===== src/rtl/core/fmm_pkg.sv =====
package fmm_pkg;

    localparam int DEF_MATRIX_SIZE = 8;
    localparam int IDX_W           = 3;
    localparam int STORE_DEPTH     = 64;
    localparam int STORE_AW        = 6;
    localparam int FP_W            = 32;
    localparam int LANE_W          = 2;

    localparam logic [1:0]      CMD_LOAD_A  = 2'd0;
    localparam logic [1:0]      CMD_LOAD_B  = 2'd1;
    localparam logic [1:0]      CMD_COMPUTE = 2'd2;
    localparam logic [FP_W-1:0] CANON_NAN   = 32'h7FC0_0000;

    // value = mant / 2^47 * 2^(exp - 127)
    typedef struct packed {
        logic               nan;
        logic               inf;
        logic               sign;
        logic signed [10:0] exp;
        logic [47:0]        mant;
    } fmm_ifp_t;

    // operands of an add after alignment
    typedef struct packed {
        logic               nan;
        logic               inf;
        logic               inf_sign;
        logic               sign_hi;
        logic               sign_and;
        logic               sub;
        logic signed [10:0] exp;
        logic [47:0]        hi_m;
        logic [47:0]        lo_m;
    } fmm_aln_t;

    // controller to datapath
    typedef struct packed {
        logic              wr_a;
        logic              wr_b;
        logic [IDX_W-1:0]  ri;
        logic [IDX_W-1:0]  rj;
        logic [IDX_W-1:0]  k;
        logic [LANE_W-1:0] lane;
        logic              fin;
        logic              fin_first;
        logic              nsel_sum;
        logic              wr_prod;
        logic              wr_lane;
        logic              wr_acc;
        logic              clr;
        logic              emit;
        logic              last;
    } fmm_cmd_t;

    typedef struct packed {
        logic out_busy;
    } fmm_sts_t;

    function automatic logic fp_is_nan(logic [31:0] a);
        return (a[30:23] == 8'hFF) && (a[22:0] != 23'd0);
    endfunction

    function automatic logic fp_is_inf(logic [31:0] a);
        return (a[30:23] == 8'hFF) && (a[22:0] == 23'd0);
    endfunction

    function automatic logic fp_is_zero(logic [31:0] a);
        return a[30:0] == 31'd0;
    endfunction

    // exact product, rounding happens later
    function automatic fmm_ifp_t fp_mul(logic [31:0] a, logic [31:0] b);
        fmm_ifp_t           r;
        logic [23:0]        ma;
        logic [23:0]        mb;
        logic signed [10:0] ea;
        logic signed [10:0] eb;
        ma = {(a[30:23] != 8'd0), a[22:0]};
        mb = {(b[30:23] != 8'd0), b[22:0]};
        ea = (a[30:23] == 8'd0) ? 11'sd1 : $signed({3'b000, a[30:23]});
        eb = (b[30:23] == 8'd0) ? 11'sd1 : $signed({3'b000, b[30:23]});
        r.sign = a[31] ^ b[31];
        r.nan  = fp_is_nan(a) || fp_is_nan(b) || (fp_is_inf(a) && fp_is_zero(b))
                 || (fp_is_zero(a) && fp_is_inf(b));
        r.inf  = fp_is_inf(a) || fp_is_inf(b);
        r.exp  = ea + eb - 11'sd126;
        r.mant = ma * mb;
        return r;
    endfunction

    function automatic fmm_aln_t fp_align(logic [31:0] x, logic [31:0] y);
        fmm_aln_t           r;
        logic [23:0]        mx;
        logic [23:0]        my;
        logic [10:0]        ex;
        logic [10:0]        ey;
        logic               x_hi;
        logic [23:0]        mh;
        logic [23:0]        ml;
        logic [10:0]        eh;
        logic [10:0]        el;
        logic [10:0]        d;
        logic [47:0]        lo_f;
        logic               st;
        mx   = {(x[30:23] != 8'd0), x[22:0]};
        my   = {(y[30:23] != 8'd0), y[22:0]};
        ex   = (x[30:23] == 8'd0) ? 11'd1 : {3'b000, x[30:23]};
        ey   = (y[30:23] == 8'd0) ? 11'd1 : {3'b000, y[30:23]};
        x_hi = (ex > ey) || ((ex == ey) && (mx >= my));
        mh   = x_hi ? mx : my;
        ml   = x_hi ? my : mx;
        eh   = x_hi ? ex : ey;
        el   = x_hi ? ey : ex;
        d    = eh - el;
        lo_f = {1'b0, ml, 23'd0};
        if (d >= 11'd48) begin
            st   = |ml;
            lo_f = 48'd0;
        end else begin
            st   = |(lo_f & ~({48{1'b1}} << d));
            lo_f = lo_f >> d;
        end
        r.nan      = fp_is_nan(x) || fp_is_nan(y)
                     || (fp_is_inf(x) && fp_is_inf(y) && (x[31] != y[31]));
        r.inf      = fp_is_inf(x) || fp_is_inf(y);
        r.inf_sign = fp_is_inf(x) ? x[31] : y[31];
        r.sign_hi  = x_hi ? x[31] : y[31];
        r.sign_and = x[31] & y[31];
        r.sub      = x[31] ^ y[31];
        r.exp      = $signed(eh) + 11'sd1;
        r.hi_m     = {1'b0, mh, 23'd0};
        r.lo_m     = {lo_f[47:1], lo_f[0] | st};
        return r;
    endfunction

    function automatic fmm_ifp_t fp_sum(fmm_aln_t a);
        fmm_ifp_t r;
        logic [47:0] s;
        s      = a.sub ? (a.hi_m - a.lo_m) : (a.hi_m + a.lo_m);
        r.nan  = a.nan;
        r.inf  = a.inf;
        r.exp  = a.exp;
        r.mant = s;
        if (a.inf) begin
            r.sign = a.inf_sign;
        end else if (s == 48'd0) begin
            r.sign = a.sign_and;
        end else begin
            r.sign = a.sign_hi;
        end
        return r;
    endfunction

    // leading one to bit 47
    function automatic fmm_ifp_t fp_norm(fmm_ifp_t v);
        fmm_ifp_t    r;
        logic [5:0]  lz;
        logic        found;
        lz    = 6'd0;
        found = 1'b0;
        for (int b = 47; b >= 0; b--) begin
            if (!found) begin
                if (v.mant[b]) begin
                    found = 1'b1;
                end else begin
                    lz = lz + 6'd1;
                end
            end
        end
        r      = v;
        r.mant = v.mant << lz;
        r.exp  = v.exp - $signed({5'd0, lz});
        return r;
    endfunction

    // round to nearest even and pack
    function automatic logic [31:0] fp_round(fmm_ifp_t v);
        logic [47:0] m;
        logic [10:0] sh;
        logic        st0;
        logic [23:0] q;
        logic        g;
        logic        st;
        logic        inc;
        logic [7:0]  base;
        logic [30:0] mag;
        logic [31:0] r;
        m   = v.mant;
        st0 = 1'b0;
        sh  = 11'd0;
        if (v.exp < 11'sd1) begin
            sh   = 11'(11'sd1 - v.exp);
            base = 8'd0;
            if (sh >= 11'd48) begin
                st0 = |m;
                m   = 48'd0;
            end else begin
                st0 = |(m & ~({48{1'b1}} << sh));
                m   = m >> sh;
            end
        end else begin
            base = 8'(v.exp - 11'sd1);
        end
        q   = m[47:24];
        g   = m[23];
        st  = (|m[22:0]) | st0;
        inc = g & (st | q[0]);
        mag = {base, 23'd0} + {7'd0, q} + {30'd0, inc};
        if (v.nan) begin
            r = CANON_NAN;
        end else if (v.inf || (v.exp >= 11'sd255)) begin
            r = {v.sign, 8'hFF, 23'd0};
        end else if (v.mant == 48'd0) begin
            r = {v.sign, 31'd0};
        end else begin
            r = {v.sign, mag};
        end
        return r;
    endfunction

endpackage


===== src/rtl/core/fmm_ctrl.sv =====
module fmm_ctrl #(
    parameter int MATRIX_SIZE = fmm_pkg::DEF_MATRIX_SIZE
) (
    input  logic                       aclk,
    input  logic                       aresetn,
    input  logic                       s_valid,
    output logic                       s_ready,
    input  logic [1:0]                 s_cmd,
    input  logic [fmm_pkg::IDX_W-1:0]  s_row,
    input  logic [fmm_pkg::IDX_W-1:0]  s_col,
    output fmm_pkg::fmm_cmd_t          ctl,
    input  fmm_pkg::fmm_sts_t          sts
);
    import fmm_pkg::*;

    localparam logic [IDX_W-1:0] LAST_IDX = IDX_W'(MATRIX_SIZE - 1);
    localparam logic [IDX_W:0]   SIZE     = (IDX_W + 1)'(MATRIX_SIZE);

    localparam logic [3:0] S_IDLE = 4'd0;
    localparam logic [3:0] S_RD   = 4'd1;
    localparam logic [3:0] S_MUL  = 4'd2;
    localparam logic [3:0] S_MNRM = 4'd3;
    localparam logic [3:0] S_MRND = 4'd4;
    localparam logic [3:0] S_ALN  = 4'd5;
    localparam logic [3:0] S_SUM  = 4'd6;
    localparam logic [3:0] S_ANRM = 4'd7;
    localparam logic [3:0] S_ARND = 4'd8;
    localparam logic [3:0] S_EMIT = 4'd9;

    logic [3:0]       state_reg, state_next;
    logic [IDX_W-1:0] i_reg, i_next;
    logic [IDX_W-1:0] j_reg, j_next;
    logic [IDX_W-1:0] k_reg, k_next;
    logic             fin_reg, fin_next;
    logic [1:0]       step_reg, step_next;
    logic             in_range;
    logic             accept;

    assign s_ready  = (state_reg == S_IDLE);
    assign accept   = s_valid & s_ready;
    assign in_range = ({1'b0, s_row} < SIZE) && ({1'b0, s_col} < SIZE);

    always_comb begin
        state_next = state_reg;
        i_next     = i_reg;
        j_next     = j_reg;
        k_next     = k_reg;
        fin_next   = fin_reg;
        step_next  = step_reg;

        ctl           = '0;
        ctl.ri        = i_reg;
        ctl.rj        = j_reg;
        ctl.k         = k_reg;
        ctl.fin       = fin_reg;
        ctl.fin_first = (step_reg == 2'd0);
        ctl.lane      = fin_reg ? LANE_W'(step_reg + 2'd1) : k_reg[LANE_W-1:0];
        ctl.last      = (i_reg == LAST_IDX) && (j_reg == LAST_IDX);

        case (state_reg)
            S_IDLE: begin
                if (accept) begin
                    ctl.wr_a = (s_cmd == CMD_LOAD_A) && in_range;
                    ctl.wr_b = (s_cmd == CMD_LOAD_B) && in_range;
                    if (s_cmd == CMD_COMPUTE) begin
                        ctl.clr    = 1'b1;
                        i_next     = '0;
                        j_next     = '0;
                        k_next     = '0;
                        fin_next   = 1'b0;
                        step_next  = 2'd0;
                        state_next = S_RD;
                    end
                end
            end
            S_RD:   state_next = S_MUL;
            S_MUL:  state_next = S_MNRM;
            S_MNRM: state_next = S_MRND;
            S_MRND: begin
                ctl.wr_prod = 1'b1;
                state_next  = S_ALN;
            end
            S_ALN:  state_next = S_SUM;
            S_SUM:  state_next = S_ANRM;
            S_ANRM: begin
                ctl.nsel_sum = 1'b1;
                state_next   = S_ARND;
            end
            S_ARND: begin
                if (!fin_reg) begin
                    ctl.wr_lane = 1'b1;
                    if (k_reg == LAST_IDX) begin
                        fin_next   = 1'b1;
                        step_next  = 2'd0;
                        state_next = S_ALN;
                    end else begin
                        k_next     = k_reg + 1'b1;
                        state_next = S_RD;
                    end
                end else begin
                    ctl.wr_acc = 1'b1;
                    if (step_reg == 2'd2) begin
                        state_next = S_EMIT;
                    end else begin
                        step_next  = step_reg + 2'd1;
                        state_next = S_ALN;
                    end
                end
            end
            S_EMIT: begin
                if (!sts.out_busy) begin
                    ctl.emit  = 1'b1;
                    ctl.clr   = 1'b1;
                    k_next    = '0;
                    fin_next  = 1'b0;
                    step_next = 2'd0;
                    if (ctl.last) begin
                        state_next = S_IDLE;
                    end else begin
                        state_next = S_RD;
                        if (j_reg == LAST_IDX) begin
                            j_next = '0;
                            i_next = i_reg + 1'b1;
                        end else begin
                            j_next = j_reg + 1'b1;
                        end
                    end
                end
            end
            default: state_next = S_IDLE;
        endcase
    end

    always_ff @(posedge aclk) begin
        if (!aresetn) begin
            state_reg <= S_IDLE;
            i_reg     <= '0;
            j_reg     <= '0;
            k_reg     <= '0;
            fin_reg   <= 1'b0;
            step_reg  <= 2'd0;
        end else begin
            state_reg <= state_next;
            i_reg     <= i_next;
            j_reg     <= j_next;
            k_reg     <= k_next;
            fin_reg   <= fin_next;
            step_reg  <= step_next;
        end
    end

endmodule


===== config.mk =====
export PLATFORM = sky130hd
export DESIGN_NAME = fmm_ctrl
export DESIGN_NICKNAME = d
export VERILOG_FILES = /design/src/rtl/core/fmm_pkg.sv /design/src/rtl/core/fmm_ctrl.sv
export SDC_FILE = /design/constraint.sdc
export NUM_CORES = 1
export LEC_CHECK = 0
export ABC_AREA = 1
export BUFFER_PORTS_ARGS = -buffer_cell sky130_fd_sc_hd__buf_2
export CORE_UTILIZATION = 35
export CTS_CLUSTER_DIAMETER = 150
export DETAILED_ROUTE_END_ITERATION = 8
export MAX_ROUTING_LAYER = met4
export RECOVER_POWER = 50
export SYNTH_ARGS = -nofsm -noshare
export SYNTH_HDL_FRONTEND = slang
export SYNTH_SLANG_ARGS = --single-unit

===== constraint.sdc =====
create_clock -name aclk -period 3.8 [get_ports aclk]
set_clock_uncertainty 0.05 [all_clocks]
set_input_delay 0.57 -clock aclk [delete_from_list [all_inputs] [get_ports aclk]]
set_output_delay 0.57 -clock aclk [all_outputs]
set_load 0.005 [all_outputs]

==> metrics.md <==
| Metric | Value |
|---|---|
| Status | `finished, final reports clean` |
| WL final | `2.40 mm` |
| Largest area contributor in the netlist | `dfxtp_1` |
| Tmin final | `~2.3 ns` |
| Routed Antenna Nets | `0` |
| Req. time, crit path | `3.18 ns` |
| Post-Syn Area | `between 1000 and 1500 µm²` |
| RSZ-0062 raised after global routing | `false` |
| M1 WL | `roughly 1.2 mm` |
| Row count | `20` |
| Post-synthesis sequential area ratio | `0.288` |
| HP Start | `j_reg[2]` |
| CTS buffer count | `3` |
| Yosys reg bits | `16` |
| Residual DRC | `0` |
| Syn nets | `around 190` |
| Syn avg cell area | `6.42 µm²` |
| FF+latch area | `320 µm²` |
| H-tree depth | `1` |
| Clk Latency, worst-skew pair | `between 0.2 and 0.3 ns` |
| Ant diodes | `0` |
| Uppermost layer routed | `met4` |
| Vias | `1,129` |
| Initial DRC Count | `33` |
| Max Cap Viol | `0` |
| DR WL met2 | `1.04 mm` |
| Non-Filler Instances | `246` |
| Area of the core | `about 3000 µm²` |
| Die width | `between 50 and 60 µm` |
| Final WS setup | `1.51 ns` |
| Initial DRT Pass Iterations | `4` |
| Post-Syn Instances | `173` |
| Fin util | `0.425` |
| Clock root buffer | `clkbuf_4` |
| Initial antenna violation count | `0` |
| Vias in the first global route | `905` |
| DP Area | `1290 µm²` |
| Initial Util | `0.367` |
| Final hold violation count | `0` |
| Crit Path Max Fanout | `8` |
| Total Die Area | `3400 µm²` |
| Most frequent cell after synthesis | `nor2_1` |
| Highest clock rate | `436 MHz` |
| Gpl congestion | `0.810` |
| HPWL after DPL | `1.87 mm` |
| Mean routed wirelength per cell | `9.77 µm` |
| CP Launch Type | `flip-flop` |
| Area of all placed cells without fillers | `roughly 1300 µm²` |
| Top cells by area, synth | `dfxtp_1, nor2_1, nand2_1, inv_1, ha_1` |
| Filler cells | `351` |
| Met3 Routed Length | `114 µm` |
| Arr. time, crit path | `1.67 ns` |
| Setup total negative slack | `0 ns` |
| Aggregate global-route resource usage | `0.158` |
| Largest register FFs | `4` |
| Yosys warnings | `0` |
| Setup-failing EPs final | `0` |
| FFs w/ async S/R, synth | `0` |
| Fin crit share | `0.604` |
| Power per cell area | `between 400 and 500 nW/µm²` |
| Port bufs | `28` |
| Slew margin rel. | `0.676` |
| Largest net degree at the start of global routing | `13` |
| Top cell type's share of synthesized area | `0.288` |
| Post-synth EDFFs | `0` |
| Crit. End Element | `output pin` |
| Total Nets Final | `around 220` |
| CTS tree | `yes` |
| CTS Buffer Depth | `2` |
| Worst R2R Path Depth | `9` |
| Slew @ Worst Pin | `a little under 0.5 ns` |
| Top Ports | `35` |
| Overflow after GRT | `0` |
| Share of cells above drive strength 1 | `0.163` |
| Worst Hold Depth | `2` |
| Dpl cells | `between 200 and 250` |
| CTS Sinks | `16` |
| Area growth syn-to-layout | `15.9%` |
| Hold WC Path Type | `reg -> reg` |
| CP Class | `reg -> out` |
| Static Leak | `0.000677 µW` |
| Origin of the critical flop-to-flop path | `state_reg[0]` |
| Top cells by count, synth | `nor2_1, nand2_1, inv_1` |
| R2r setup slk | `1.92 ns` |
| Peak VDD IR | `0.000189 V` |
| Prevailing post-synth register cell | `dfxtp_1` |
| Clock Pin Slew Worst Setup and Hold Paths | `about 0.11 ns` |
| Global-route wire length before repair | `4.02 mm` |
| Worst R2R End | `j_reg[0]` |
| Cts hold-fix bufs | `0` |
| Hold endpoint | `j_reg[2]` |
| Place WS | `2.03 ns` |
| Setup bufs post-CTS | `0` |
| Multi-input logic area | `629 µm²` |
| Post-CTS Resized | `0` |
| Die height | `58.3 µm` |
| Max-slew violations | `0` |
| Count of different cell masters after synthesis | `22` |
| DR vias/cell | `between 4 and 5` |
## metal layers
metal,track usage,vias to the layer above
met2,0.248,27
met5,-,-
met3,0.0330,2
met1,0.200,493
met4,0.0612,0
li1,-,607
## how the worst max path moves through the flow
stage | startpoint | end | cells past startpoint
2_1_floorplan | state_reg[1] | ctl[20] | 5
3_3_place_gp | state_reg[1] | ctl[21] | 6
3_5_place_dp | s_cmd[0] | ctl[2] | 5
4_1_cts | state_reg[1] | ctl[21] | 6
5_1_grt | state_reg[0] | ctl[2] | 5
6_report | state_reg[0] | ctl[2] | 5
## layout make-up
type                       instances  share of cell area
multi-input combinational        124               0.489
timing repair buffer              28               0.104
tap                               44              0.0428
inverter                          30              0.0875
clock buffer                       4              0.0282
sequential                        16               0.249
## where the power goes
| part | switching [µW] | total (µW) | internal (µW) |
|---|---|---|---|
| combinational | 146 | 236 | 89.7 |
| sequential | 25.9 | 225 | 200 |
| clock | 60.7 | 119 | 58.4 |
## through the flow
stage	power [µW]	hold WS (ns)
2_1_floorplan	406	0.405
3_3_place_gp	481	0.425
3_5_place_dp	480	0.421
4_1_cts	601	0.437
5_1_grt	639	0.450
6_report	580	0.440
## worst max-delay path: stages, from the launching register on
cell and delay [ns]:
dfxtp_1 0.42, inv_1 0.06, nor2_1 0.37, nand2_1 0.24, o22ai_1 0.15, buf_2 0.13
## cells by family after synthesis
logic type / Yosys count / synth area share
AO/OA/AOI/OAI: 17 / 0.0811
adder cells (fa/ha/maj): 8 / 0.0901
AND/OR/NAND/NOR: 99 / 0.425
flip-flops: 16 / 0.288
buffers and inverters: 33 / 0.116
## layout by cell type, fill, tap and decap left out
cell type / count
clkbuf_1: 5
buf_2: 23
o211ai_1: 1
nor3_1: 2
nand2_1: 32
clkbuf_8: 1
nand3_1: 19
clkbuf_4: 3
nor2_8: 1
o21ai_0: 4
nand2_2: 2
dfxtp_1: 16
a21oi_1: 8
inv_1: 28
nor2_1: 37
o22ai_1: 2
nand4_1: 5
inv_2: 2
ha_1: 8
o21ai_1: 2
nand2_4: 1
No activity file was read; power rests on OpenSTA's default activity.
